**src/rtl/jad_pkg.sv**
```systemverilog
`timescale 1ns / 1ps

package jad_pkg;

    localparam int SAMPLE_BITS_DEF = 12;
    localparam int TIME_BITS_DEF   = 32;

    // configuration register widths
    localparam int AXIS_CFG_W = 12;
    localparam int HOLD_CFG_W = 16;
    localparam int CFG_DATA_W = 16;
    localparam int CFG_IDX_W  = 2;

    localparam logic [AXIS_CFG_W-1:0] CENTER_X_RST = 12'd1878;
    localparam logic [AXIS_CFG_W-1:0] CENTER_Y_RST = 12'd1773;
    localparam logic [AXIS_CFG_W-1:0] DEADZONE_RST = 12'd300;
    localparam logic [HOLD_CFG_W-1:0] LONG_MS_RST  = 16'd800;

    typedef enum logic [CFG_IDX_W-1:0] {
        CFG_CENTER_X = 2'd0,
        CFG_CENTER_Y = 2'd1,
        CFG_DEADZONE = 2'd2,
        CFG_LONG_MS  = 2'd3
    } t_cfg_index;

    typedef enum logic [2:0] {
        ACT_NONE  = 3'd0,
        ACT_PRESS = 3'd1,
        ACT_LONG  = 3'd2,
        ACT_UP    = 3'd3,
        ACT_DOWN  = 3'd4,
        ACT_LEFT  = 3'd5,
        ACT_RIGHT = 3'd6
    } t_action;

endpackage

```
**src/rtl/joystick_action_detector.sv**
```systemverilog
`timescale 1ns / 1ps

// channel   direction  handshake                  payload
// in        input      i_in_valid / o_in_stall    i_x_sample, i_y_sample,
//                                                 i_button_level, i_now_ms
// out       output     o_out_valid / i_out_stall  o_action
// cfg       input      i_cfg_we                   i_cfg_index, i_cfg_wdata
//
// one transaction per cycle unless stalled; input register, then result register
// the poll state (press time, button level, long flag, last direction) updates
// as a poll moves from the input register to the result register
// synchronous active-low reset clears control state and loads register defaults
// a stall on the output holds the result register, and the input stalls only
// when both registers are full

module joystick_action_detector
    import jad_pkg::*;
#(
    parameter int SAMPLE_BITS = SAMPLE_BITS_DEF,
    parameter int TIME_BITS   = TIME_BITS_DEF
) (
    input  logic                   i_clk,
    input  logic                   i_rst_n,

    input  logic                   i_in_valid,
    output logic                   o_in_stall,
    input  logic [SAMPLE_BITS-1:0] i_x_sample,
    input  logic [SAMPLE_BITS-1:0] i_y_sample,
    input  logic                   i_button_level,
    input  logic [TIME_BITS-1:0]   i_now_ms,

    output logic                   o_out_valid,
    input  logic                   i_out_stall,
    output logic [2:0]             o_action,

    input  logic                   i_cfg_we,
    input  logic [CFG_IDX_W-1:0]   i_cfg_index,
    input  logic [CFG_DATA_W-1:0]  i_cfg_wdata
);

    localparam int MAG_W  = (SAMPLE_BITS > AXIS_CFG_W) ? SAMPLE_BITS : AXIS_CFG_W;
    localparam int DIFF_W = MAG_W + 1;

    // configuration
    logic [AXIS_CFG_W-1:0] r_center_x, r_center_y, r_deadzone;
    logic [HOLD_CFG_W-1:0] r_long_ms;

    always_ff @(posedge i_clk) begin
        if (!i_rst_n) begin
            r_center_x <= CENTER_X_RST;
            r_center_y <= CENTER_Y_RST;
            r_deadzone <= DEADZONE_RST;
            r_long_ms  <= LONG_MS_RST;
        end else if (i_cfg_we) begin
            case (t_cfg_index'(i_cfg_index))
                CFG_CENTER_X: r_center_x <= i_cfg_wdata[AXIS_CFG_W-1:0];
                CFG_CENTER_Y: r_center_y <= i_cfg_wdata[AXIS_CFG_W-1:0];
                CFG_DEADZONE: r_deadzone <= i_cfg_wdata[AXIS_CFG_W-1:0];
                CFG_LONG_MS:  r_long_ms  <= i_cfg_wdata[HOLD_CFG_W-1:0];
                default: ;
            endcase
        end
    end

    // pipeline control
    logic r_in_valid, r_out_valid;
    logic advance;

    assign advance    = !r_out_valid || !i_out_stall;
    assign o_in_stall = r_in_valid && !advance;

    logic [SAMPLE_BITS-1:0] r_x, r_y;
    logic                   r_level;
    logic [TIME_BITS-1:0]   r_now;

    always_ff @(posedge i_clk) begin
        if (!i_rst_n) begin
            r_in_valid <= 1'b0;
        end else if (!o_in_stall) begin
            r_in_valid <= i_in_valid;
        end
    end

    always_ff @(posedge i_clk) begin
        if (i_in_valid && !o_in_stall) begin
            r_x     <= i_x_sample;
            r_y     <= i_y_sample;
            r_level <= i_button_level;
            r_now   <= i_now_ms;
        end
    end

    // poll state
    logic [TIME_BITS-1:0] r_press_start, n_press_start;
    logic                 r_button_prev, n_button_prev;
    logic                 r_long_reported, n_long_reported;
    t_action              r_last_dir, n_last_dir;
    t_action              r_action, n_action;

    logic signed [DIFF_W-1:0] dx, dy;
    logic [MAG_W-1:0]         ax, ay;
    logic [TIME_BITS-1:0]     held;
    logic                     button_event;
    t_action                  dir;

    always_comb begin
        dx = $signed({1'b0, MAG_W'(r_x)}) - $signed({1'b0, MAG_W'(r_center_x)});
        dy = $signed({1'b0, MAG_W'(r_y)}) - $signed({1'b0, MAG_W'(r_center_y)});
        ax = dx[DIFF_W-1] ? MAG_W'(-dx) : MAG_W'(dx);
        ay = dy[DIFF_W-1] ? MAG_W'(-dy) : MAG_W'(dy);
        held = r_now - r_press_start;

        if (ax > ay) begin
            dir = dx[DIFF_W-1] ? ACT_DOWN : ACT_UP;
        end else begin
            dir = (!dy[DIFF_W-1] && dy != '0) ? ACT_LEFT : ACT_RIGHT;
        end

        n_press_start   = r_press_start;
        n_long_reported = r_long_reported;
        n_button_prev   = r_level;
        n_last_dir      = r_last_dir;
        n_action        = ACT_NONE;
        button_event    = 1'b0;

        if (!r_level && r_button_prev) begin
            n_press_start   = r_now;
            n_long_reported = 1'b0;
        end
        if (!r_level && !r_button_prev && !r_long_reported
                && held > TIME_BITS'(r_long_ms)) begin
            n_long_reported = 1'b1;
            n_action        = ACT_LONG;
            button_event    = 1'b1;
        end
        if (r_level && !r_button_prev && !r_long_reported) begin
            n_action     = ACT_PRESS;
            button_event = 1'b1;
        end

        if (!button_event) begin
            if (ax > MAG_W'(r_deadzone) || ay > MAG_W'(r_deadzone)) begin
                if (dir != r_last_dir) begin
                    n_last_dir = dir;
                    n_action   = dir;
                end
            end else begin
                n_last_dir = ACT_NONE;
            end
        end
    end

    always_ff @(posedge i_clk) begin
        if (!i_rst_n) begin
            r_out_valid     <= 1'b0;
            r_button_prev   <= 1'b1;
            r_long_reported <= 1'b0;
            r_last_dir      <= ACT_NONE;
            r_press_start   <= '0;
        end else if (advance) begin
            r_out_valid <= r_in_valid;
            if (r_in_valid) begin
                r_button_prev   <= n_button_prev;
                r_long_reported <= n_long_reported;
                r_last_dir      <= n_last_dir;
                r_press_start   <= n_press_start;
            end
        end
    end

    always_ff @(posedge i_clk) begin
        if (advance && r_in_valid) begin
            r_action <= n_action;
        end
    end

    assign o_out_valid = r_out_valid;
    assign o_action    = r_action;

`ifndef SYNTHESIS
    // remembered direction is center or one of the four directions
    a_last_dir_code: assert property (@(posedge i_clk) disable iff (!i_rst_n)
        r_last_dir == ACT_NONE || r_last_dir == ACT_UP || r_last_dir == ACT_DOWN
        || r_last_dir == ACT_LEFT || r_last_dir == ACT_RIGHT)
        else $error("last direction holds a non-direction code");

    a_long_flag: assert property (@(posedge i_clk) disable iff (!i_rst_n)
        (r_out_valid && r_action == ACT_LONG) |-> r_long_reported)
        else $error("long press shown without long flag set");

    a_press_release: assert property (@(posedge i_clk) disable iff (!i_rst_n)
        (r_out_valid && r_action == ACT_PRESS) |-> (r_button_prev && !r_long_reported))
        else $error("press shown while button not released");

    a_dir_tracked: assert property (@(posedge i_clk) disable iff (!i_rst_n)
        (r_out_valid && (r_action == ACT_UP || r_action == ACT_DOWN
            || r_action == ACT_LEFT || r_action == ACT_RIGHT)) |-> r_last_dir == r_action)
        else $error("direction shown differs from remembered direction");

    a_stall_full: assert property (@(posedge i_clk) disable iff (!i_rst_n)
        o_in_stall |-> (r_out_valid && i_out_stall))
        else $error("input stalled while result register can drain");
`endif

endmodule
```
**config.mk**
```make
export PLATFORM = sky130hd
export DESIGN_NAME = joystick_action_detector
export DESIGN_NICKNAME = d
export VERILOG_FILES = /design/src/rtl/jad_pkg.sv /design/src/rtl/joystick_action_detector.sv
export SDC_FILE = /design/constraint.sdc
export NUM_CORES = 1
export LEC_CHECK = 0
export BUFFER_PORTS_ARGS = -buffer_cell sky130_fd_sc_hd__buf_4
export CAP_MARGIN = 40
export CORE_UTILIZATION = 55
export DETAILED_ROUTE_END_ITERATION = 7
export PLACE_DENSITY = 0.74
export SLEW_MARGIN = 0
export SYNTH_ARGS = -nofsm -noshare
export SYNTH_HDL_FRONTEND = slang
export SYNTH_SLANG_ARGS = --single-unit
```
**constraint.sdc**
```tcl
create_clock -name i_clk -period 5.7 [get_ports i_clk]
set_input_delay 1.14 -clock i_clk [delete_from_list [all_inputs] [get_ports i_clk]]
set_output_delay 1.14 -clock i_clk [all_outputs]
set_load 0.005 [all_outputs]
```
==> results of run 1 <==
-- power groups by stage --
stage	logic (mW)	registers (mW)	clock network, mW
after floorplan	0.686	1.23	0
after global placement	0.895	1.24	0
after detailed placement	0.915	1.24	0
after CTS	0.927	1.22	1.11
after global routing	1.06	1.22	1.15
final	0.936	1.22	1.09
-- registers in the layout, summed over array words and instances (netlist names), 3 cells and up --
| register | count |
|---|---|
| r_deadzone | 12 |
| r_center_y | 12 |
| r_press_start | 32 |
| r_y | 12 |
| o_action | 3 |
| r_long_ms | 16 |
| r_center_x | 12 |
| r_now | 32 |
| r_x | 12 |
| r_last_dir | 3 |
-- cell type report --
class	instances	share of cell area, %
repair buffers	93	6.27
clock buffers	19	3.92
clock inverters	12	1.05
flip-flops and latches	151	32.0
well taps	225	2.49
multi-input cells	860	50.4
inverters	116	3.85
-- how the worst max path moves through the flow --
stage                                          start                    endpoint  slack [ns]  cells after the start
after floorplan                     r_x[0]$_DFFE_PP_  r_last_dir[1]$_SDFFE_PN0P_        0.89                     21
after global placement              r_x[0]$_DFFE_PP_  r_last_dir[2]$_SDFFE_PN0P_        0.54                     22
after detailed placement            r_x[0]$_DFFE_PP_  r_last_dir[2]$_SDFFE_PN0P_        0.43                     22
after CTS                           r_x[0]$_DFFE_PP_  r_last_dir[2]$_SDFFE_PN0P_        0.39                     22
after global routing      r_center_x[1]$_SDFFE_PN1P_  r_last_dir[2]$_SDFFE_PN0P_       -0.02                     23
final                               r_x[0]$_DFFE_PP_  r_last_dir[2]$_SDFFE_PN0P_        0.42                     22
-- through the flow --
step	hold slack, ns	instances	utilization [%]
6_report	0.453	1476	64.9
5_1_grt	0.466	1476	64.9
4_1_cts	0.455	1476	64.9
3_5_place_dp	0.447	1445	61.7
3_3_place_gp	0.442	1442	61.5
2_1_floorplan	0.436	1161	-
-- cells by family (layout without fill, tap and decap cells) --
kind of cell               after synthesis  after routing
adders and majority gates              112            112
xor gates and xnor gates                59             59
and+or+nand+nor                        389            389
muxes                                    4              4
buffers and inverters                  150            240
DFF                                    151            151
AOI/OAI and AO/OA                      296            296
-- Yosys cell counts, drive strengths merged, types with 3 or more instances --
master | number | area [µm²]
and2 | 3 | 18.8
or3 | 6 | 42.5
or2 | 6 | 37.5
o31ai | 11 | 115
xor2 | 21 | 184
nor3b | 6 | 61.3
xnor2 | 38 | 333
o211ai | 26 | 195
a21oi | 123 | 619
nand2 | 209 | 787
dfxtp | 91 | 1820
nor3 | 12 | 60.1
a2111oi | 6 | 83.8
inv | 116 | 435
ha | 109 | 1360
a211oi | 4 | 30.0
nor2b | 13 | 81.3
a31oi | 10 | 62.6
a211o | 4 | 35.0
nor4 | 8 | 56.3
nand3b | 3 | 22.5
edfxtp | 60 | 1800
o21ai | 45 | 229
a21o | 25 | 188
nand3 | 9 | 45.0
o221ai | 3 | 26.3
mux2i | 4 | 40.0
clkbuf | 26 | 97.6
nand2b | 9 | 56.3
o21bai | 7 | 52.6
o21a | 15 | 113
nor2 | 66 | 248
buf | 8 | 45.0
nand4 | 23 | 150
fa | 3 | 60.1
and3 | 7 | 48.8
or4 | 5 | 41.3
-- worst min-delay path: cells and delay by family (launching register included) --
family,cells,cell delay [ns]
compound gates,1,0.05
flops,1,0.31
simple gates,1,0.05
-- metal layers --
layer	up-vias	routed length [µm]
met1	3738	10700
met5	-	0
met3	40	842
met4	0	547
met2	169	10900
li1	4227	-
==> impl_metrics.env, run 1 <==
export IMPL_status="complete, no violations"
export IMPL_drc=0
export IMPL_fp_row_count=48
export IMPL_yosys_area_share_simple_pct=18.1
export IMPL_ant_nets=0
export IMPL_cp_arrival_ns=5.63
export IMPL_multiInputGateArea_mm2=0.00570
export IMPL_die_w_um=136
export IMPL_synthArstFlopShare_pct=0
export IMPL_die_area_mm2=0.0185
export IMPL_total_power_mw=3.24
export IMPL_cts_htree_levels=4
export IMPL_n_antenna_cell=0
export IMPL_clock_path_buffers=2
export IMPL_grt_remaining_overflow=0
export IMPL_post_cts_buffers=0
export IMPL_drive_gt1_share_pct=12.3
export IMPL_start_util_pct=56.7
export IMPL_fin_ws_ns=0.421
export IMPL_period_minus_slack_ns=5.28
export IMPL_viasPerCell=5.54
export IMPL_min_to="r_press_start[9]$_SDFFE_PN0P_"
export IMPL_cp_end_kind="register"
export IMPL_gp_congestion=0.876
export IMPL_p_seq_share_pct=37.5
export IMPL_maxSlewViolCount=0
export IMPL_synth_xor_area_share_pct=5.23
export IMPL_clock_latency_ns=0.43
export IMPL_intPower_mw=2.21
export IMPL_cts_resized=0
export IMPL_max_stage_delay_ns=0.55
export IMPL_routedWlPerCell_um=15.6
export IMPL_comb_power_share_pct=28.9
export IMPL_synth_cell_area_mm2=0.00987
export IMPL_routed_via_count=8174
export IMPL_synth_nets=1353
export IMPL_worst_slew_pin_slew_ns=0.756
export IMPL_layout_commonest_cell="nand2_1"
export IMPL_place_port_buffers=84
export IMPL_use_met2_pct=44.1
export IMPL_path_cells="inv_1, ha_1, fa_1, nor2b_1, o31a_1, a21oi_1, nor3_1, inv_1, or3_1, or4_1, o21ai_0, xnor2_1, ha_1, nand4_1, nor3_1, a31oi_2, nor2b_1, and4_1, or4_4, nand2_1, and3_4, mux2i_1"
export IMPL_clk_pin_slew_ns=0.07
export IMPL_synth_top_family_by_area="compound AO/OA/AOI/OAI gates"
export IMPL_yosysSeqAreaShare_pct=36.7
export IMPL_synth_enable_flop_cells=60
export IMPL_yosys_register_bits=151
export IMPL_drt_wl_total_mm=23.0
export IMPL_timing_rr_end="r_last_dir[2]$_SDFFE_PN0P_"
export IMPL_crit_fanout=5
export IMPL_synthCells=1161
export IMPL_cp_required_ns=6.05
export IMPL_ys_flop_type="dfxtp_1"
export IMPL_syn_area_per_cell_um2=8.51
export IMPL_fillerInstances=1507
export IMPL_synth_compound_area_share_pct=19.2
export IMPL_first_iter_violations=569
export IMPL_dr_pass1_iters=5
export IMPL_place_area_mm2=0.0107
export IMPL_cp_start_kind="register"
export IMPL_grt_use_met1_pct=33.2
export IMPL_core_area_mm2=0.0174
export IMPL_power_leakage_nw=4.66
export IMPL_grt_pass1_vias=7759
export IMPL_reg2reg_from="r_x[0]$_DFFE_PP_"
export IMPL_setup_tns_final_ns=0
export IMPL_synthToLayoutAreaGrowth_pct=14.5
export IMPL_hold_depth=2
export IMPL_grt_max_degree=64
export IMPL_holdBufCountCts=0
export IMPL_r2r_slack_ns=0.42
export IMPL_synthMuxAreaShare_pct=0.405
export IMPL_peakVddDrop_mv=0.227
export IMPL_hold_start="r_press_start[9]$_SDFFE_PN0P_"
export IMPL_hp_class="register to register"
export IMPL_cts_sinks=151
export IMPL_die_h_um=136
export IMPL_synth_fa_ha_area_share_pct=14.4
export IMPL_grt_pass1_wl_mm=37.5
export IMPL_crit_slowest_cell="or4_4"
export IMPL_yosys_warnings=0
export IMPL_place_hpwl_mm=17.2
export IMPL_power_density_mw_per_mm2=287
export IMPL_cts_tree="built"
export IMPL_nNetsFinal=1431
export IMPL_fmax_mhz=189
export IMPL_ios=85
export IMPL_hold_violations=0
export IMPL_finalCritPeriodShare_pct=92.6
export IMPL_cts_made_buffers=17
export IMPL_slew_headroom_pct=49.6
export IMPL_place_worst_setup_slack_ns=0.427
export IMPL_design_area_mm2=0.0113
export IMPL_p_switching_mw=1.04
export IMPL_busiest_layer="met2"
export IMPL_mostFrequentLayoutCells="nand2_1, a21oi_1, inv_1, ha_1, dfxtp_1"
export IMPL_synth_cell_types=69
export IMPL_clock_skew_ns=0.0150
export IMPL_r2r_cells=22
export IMPL_p_clk_share_pct=33.7
export IMPL_use_met3_pct=4.81
export IMPL_crit_type="register to register"
export IMPL_layout_area_seq_mm2=0.00362
export IMPL_clockRootBuffer="clkbuf_16"
export IMPL_grt_usage_pct=26.0
export IMPL_switching_share_pct=32.0
export IMPL_setup_violations=0
export IMPL_cp_num_buf_inv=2
export IMPL_grt_antenna_before_repair=0
export IMPL_maxCapViolCount=0
export IMPL_path_delay_family="simple AND/OR/NAND/NOR gates"
No activity file was read; power rests on OpenSTA's default activity.
==> run 2, diff against run 1 <==
==> constraint.sdc (replaced) <==
create_clock -name i_clk -period 6.1 [get_ports i_clk]
set_input_delay 1.22 -clock i_clk [delete_from_list [all_inputs] [get_ports i_clk]]
set_output_delay 1.22 -clock i_clk [all_outputs]
set_load 0.005 [all_outputs]
==> impl_metrics.env, run 2 (synthesized netlist as in run 1, its figures left out) <==
export IMPL_status="complete, no violations"
export IMPL_post_cts_buffers=0
export IMPL_maxCapViolCount=0
export IMPL_finalCritPeriodShare_pct=88.2
export IMPL_clk_pin_slew_ns=0.07
export IMPL_holdBufCountCts=0
export IMPL_viasPerCell=5.70
export IMPL_clock_latency_ns=0.44
export IMPL_nNetsFinal=1431
export IMPL_reg_largest_list="r_now: 32 flops, r_press_start: 32 flops, r_long_ms: 16 flops"
export IMPL_crit_type="register to register"
export IMPL_synthToLayoutAreaGrowth_pct=14.5
export IMPL_place_hpwl_mm=17.1
export IMPL_grt_remaining_overflow=0
export IMPL_power_density_mw_per_mm2=269
export IMPL_fmax_mhz=186
export IMPL_peakVddDrop_mv=0.218
export IMPL_gp_congestion=0.897
export IMPL_mostFrequentLayoutCells="nand2_1, a21oi_1, inv_1, ha_1"
export IMPL_slew_headroom_pct=47.8
export IMPL_place_port_buffers=84
export IMPL_cts_tree="built"
export IMPL_period_minus_slack_ns=5.38
export IMPL_n_antenna_cell=0
export IMPL_grt_max_degree=66
export IMPL_ant_nets=0
export IMPL_place_area_mm2=0.0107
export IMPL_cp_required_ns=6.46
export IMPL_hp_class="register to register"
export IMPL_max_stage_delay_ns=0.53
export IMPL_maxSlewViolCount=0
export IMPL_routed_via_count=8421
export IMPL_routedWlPerCell_um=15.9
export IMPL_drt_wl_total_mm=23.5
export IMPL_setup_tns_final_ns=0
export IMPL_grt_pass1_vias=7958
export IMPL_layout_commonest_cell="nand2_1"
export IMPL_start_util_pct=56.7
export IMPL_cts_sinks=151
export IMPL_clockRootBuffer="clkbuf_16"
export IMPL_drc=0
export IMPL_grt_pass1_wl_mm=38.2
export IMPL_drive_gt1_share_pct=12.1
export IMPL_setup_violations=0
export IMPL_crit_slowest_cell="or4_4"
export IMPL_r2r_slack_ns=0.72
export IMPL_grt_antenna_before_repair=0
export IMPL_path_cells="inv_1, ha_1, nor2b_1, o21ai_0, a21oi_1, o21ai_0, nand2b_1, xor2_1, or4_1, or4_1, o21ai_0, xnor2_1, ha_1, nand4_1, nor2_1, o21ai_0, a31oi_1, or3_1, o41ai_1, or4_4, nand2_1, and3_4, mux2i_1"
export IMPL_cts_htree_levels=4
export IMPL_dr_pass1_iters=5
export IMPL_die_w_um=136
export IMPL_cts_made_buffers=17
export IMPL_grt_usage_pct=26.5
export IMPL_power_leakage_nw=4.66
export IMPL_cts_resized=0
export IMPL_ios=85
export IMPL_crit_fanout=5
export IMPL_cp_start_kind="register"
export IMPL_core_area_mm2=0.0174
export IMPL_worst_slew_pin_slew_ns=0.783
export IMPL_design_area_mm2=0.0113
export IMPL_total_power_mw=3.04
export IMPL_cpMostUsedCell="o21ai_0"
export IMPL_clock_skew_ns=0.00919
export IMPL_die_h_um=136
export IMPL_clock_path_buffers=2
export IMPL_hold_violations=0
export IMPL_cp_arrival_ns=5.74
export IMPL_cp_end_kind="register"
export IMPL_first_iter_violations=622
export IMPL_rsz0062_at_grt="no"
export IMPL_fp_row_count=48
export IMPL_die_area_mm2=0.0185
-- run 2: cell count changes in the layout (fill, tap and decap cells not counted), sizes merged --
cell / before / now
clkbuf: 19 / 20
-- run 2: metal layers --
metal	global-route usage (%)	up-vias	share of wire, %
met4	8.46	0	2.2
met1	33.5	3930	45
met2	45.8	225	49
li1	-	4223	-
met5	0	-	0
met3	4.62	43	4.3
-- run 2: worst max-delay path, delay by kind of cell (launching register included) --
| kind | cells | cell delay [ns] |
|---|---|---|
| AND/OR/NAND/NOR | 10 | 2.42 |
| adder cells (fa/ha/maj) | 2 | 0.60 |
| AO/OA/AOI/OAI | 7 | 1.37 |
| XOR/XNOR | 2 | 0.30 |
| flip-flops | 1 | 0.36 |
| buffers and inverters | 1 | 0.07 |
| multiplexers | 1 | 0.17 |
-- run 2: cell type report --
class | count | area [µm²]
Clock buffer | 20 | 458
Clock inverter | 12 | 114
Fill cell | 1541 | 6110
Inverter | 116 | 435
Multi-Input combinational cell | 860 | 5690
Sequential cell | 151 | 3620
Tap cell | 225 | 282
Timing Repair Buffer | 93 | 706
-- run 2: metrics by stage --
step,hold slack [ns],setup WS [ns],util (%),instances
after floorplan,0.436,1.29,-,1161
after global placement,0.442,0.989,61.5,1443
after detailed placement,0.446,0.861,61.6,1445
after CTS,0.455,0.796,64.9,1477
after global routing,0.477,0.316,64.9,1477
final,0.454,0.721,64.9,1477
-- run 2: power by group --
part / internal, mW / total (mW) / switching (mW)
Sequential: 1.11 / 1.14 / 0.0270
Combinational: 0.374 / 0.873 / 0.500
Clock: 0.590 / 1.03 / 0.443
Total: 2.07 / 3.04 / 0.970
-- run 2: final timing paths --
path,startpoint,endpoint,cells after the start
min,r_press_start[11]$_SDFFE_PN0P_,r_press_start[11]$_SDFFE_PN0P_,2
min reg2reg,r_press_start[11]$_SDFFE_PN0P_,r_press_start[11]$_SDFFE_PN0P_,2
max reg2reg,r_center_x[1]$_SDFFE_PN1P_,r_last_dir[2]$_SDFFE_PN0P_,23
max,r_center_x[1]$_SDFFE_PN1P_,r_last_dir[2]$_SDFFE_PN0P_,23
==> run 3, diff against run 2 <==
==> constraint.sdc (replaced) <==
create_clock -name i_clk -period 5.6 [get_ports i_clk]
set_input_delay 1.12 -clock i_clk [delete_from_list [all_inputs] [get_ports i_clk]]
set_output_delay 1.12 -clock i_clk [all_outputs]
set_load 0.005 [all_outputs]
==> impl_metrics.env, run 3 (synthesized netlist as in run 1, its figures left out) <==
export IMPL_ios=85
export IMPL_grt_pass1_vias=7817
export IMPL_synthToLayoutAreaGrowth_pct=14.9
export IMPL_dr_pass1_iters=7
export IMPL_mostFrequentLayoutCells="nand2_1, a21oi_1, inv_1, ha_1, dfxtp_1"
export IMPL_cp_end_kind="register"
export IMPL_place_port_buffers=84
export IMPL_layout_area_seq_mm2=0.00362
export IMPL_cp_start_kind="register"
export IMPL_fmax_mhz=192
export IMPL_power_leakage_nw=4.67
export IMPL_routedWlPerCell_um=15.4
export IMPL_holdBufCountCts=0
export IMPL_routed_via_count=8213
export IMPL_n_antenna_cell=0
export IMPL_drive_gt1_share_pct=12.1
export IMPL_status="complete, no violations"
export IMPL_power_density_mw_per_mm2=297
export IMPL_hold_violations=0
export IMPL_viasPerCell=5.56
export IMPL_core_area_mm2=0.0174
export IMPL_first_iter_violations=497
export IMPL_nNetsFinal=1431
export IMPL_clock_path_buffers=2
export IMPL_maxSlewViolCount=0
export IMPL_drc=0
export IMPL_cts_sinks=151
export IMPL_fin_ws_ns=0.385
export IMPL_die_h_um=136
export IMPL_setup_tns_final_ns=0
export IMPL_finalCritPeriodShare_pct=93.1
export IMPL_grt_max_degree=64
export IMPL_grt_usage_pct=25.8
export IMPL_crit_type="register to register"
export IMPL_fp_row_count=48
export IMPL_hp_class="register to register"
export IMPL_cp_required_ns=5.96
export IMPL_die_area_mm2=0.0185
export IMPL_die_w_um=136
export IMPL_multiInputGateArea_mm2=0.00570
export IMPL_start_util_pct=56.7
export IMPL_cts_tree="built"
export IMPL_worst_slew_pin_slew_ns=0.745
export IMPL_peakVddDrop_mv=0.230
export IMPL_clk_pin_slew_ns=0.07
export IMPL_clock_skew_ns=0.0123
export IMPL_cts_made_buffers=17
export IMPL_cp_arrival_ns=5.57
export IMPL_grt_pass1_wl_mm=37.3
export IMPL_crit_fanout=5
export IMPL_clockRootBuffer="clkbuf_16"
export IMPL_rsz0062_at_grt="no"
export IMPL_maxCapViolCount=0
export IMPL_fillerInstances=1488
export IMPL_gp_congestion=0.876
export IMPL_period_minus_slack_ns=5.21
export IMPL_setup_violations=0
export IMPL_reg_largest_list="r_now: 32 flops, r_press_start: 32 flops, r_long_ms: 16 flops"
export IMPL_slew_headroom_pct=50.2
export IMPL_place_hpwl_mm=17.1
export IMPL_ant_nets=0
export IMPL_grt_remaining_overflow=0
export IMPL_drt_wl_total_mm=22.7
export IMPL_clock_latency_ns=0.43
export IMPL_grt_antenna_before_repair=0
export IMPL_cts_htree_levels=4
export IMPL_layout_commonest_cell="nand2_1"
export IMPL_place_worst_setup_slack_ns=0.353
run 3: cell type report:
cell class | instances | area share, %
clock inverter | 11 | 1.30
timing repair buffer | 93 | 6.25
tap | 225 | 2.48
sequential | 151 | 31.9
clock buffer | 21 | 3.97
multi-input combinational | 860 | 50.2
inverter | 116 | 3.84
run 3: routing by layer:
layer	routed length (µm)	share of wire [%]	GRT usage [%]	vias to the layer above
li1	-	-	-	4234
met5	0	0	0	-
met2	10800	48	44.2	203
met3	1030	4.5	4.88	46
met4	578	2.5	9.38	0
met1	10300	45	32.2	3730
run 3: stage by stage:
step | std cells | hold slack [ns] | util [%] | area (µm²) | total power, mW
finish | 1477 | 0.451 | 65.2 | 11300 | 3.37
global placement | 1442 | 0.442 | 61.5 | 10700 | 2.17
detailed placement | 1445 | 0.447 | 61.7 | 10700 | 2.19
floorplan | 1161 | 0.436 | - | 9870 | 1.95
global route | 1477 | 0.469 | 65.2 | 11300 | 3.55
CTS | 1477 | 0.455 | 65.1 | 11300 | 3.38
run 3: final timing paths:
kind	from	endpoint	slack [ns]	cells after the start
max	r_center_x[1]$_SDFFE_PN1P_	r_last_dir[1]$_SDFFE_PN0P_	0.39	22
min	r_press_start[7]$_SDFFE_PN0P_	r_press_start[7]$_SDFFE_PN0P_	0.45	2
max reg2reg	r_center_x[1]$_SDFFE_PN1P_	r_last_dir[1]$_SDFFE_PN0P_	0.39	22
min reg2reg	r_press_start[7]$_SDFFE_PN0P_	r_press_start[7]$_SDFFE_PN0P_	0.45	2
run 3: what timing repair did:
item	4_1_cts	5_1_grt
buffers inserted	0	0
resized for setup	0	1
endpoints found under the setup margin	0	6
run 3: worst max-delay path, stage by stage, from the launching register on:
cell,delay [ns]
dfxtp_1,0.37
inv_1,0.07
ha_1,0.28
nor2b_1,0.12
o21ai_0,0.20
a21oi_1,0.12
o21ai_0,0.16
nand2b_1,0.10
xor2_1,0.18
or4_1,0.53
or4_1,0.42
o21ai_0,0.20
xnor2_1,0.19
ha_1,0.29
a21o_1,0.16
a21oi_1,0.18
a31oi_2,0.17
nor2b_1,0.19
and4_1,0.20
or4_4,0.54
nand2_1,0.08
and3_4,0.21
mux2i_1,0.17
run 3: power breakdown:
part	internal [mW]	switching (mW)	total (mW)
clock	0.715	0.465	1.18
combinational	0.409	0.541	0.950
sequential	1.21	0.0288	1.24
total	2.33	1.03	3.37
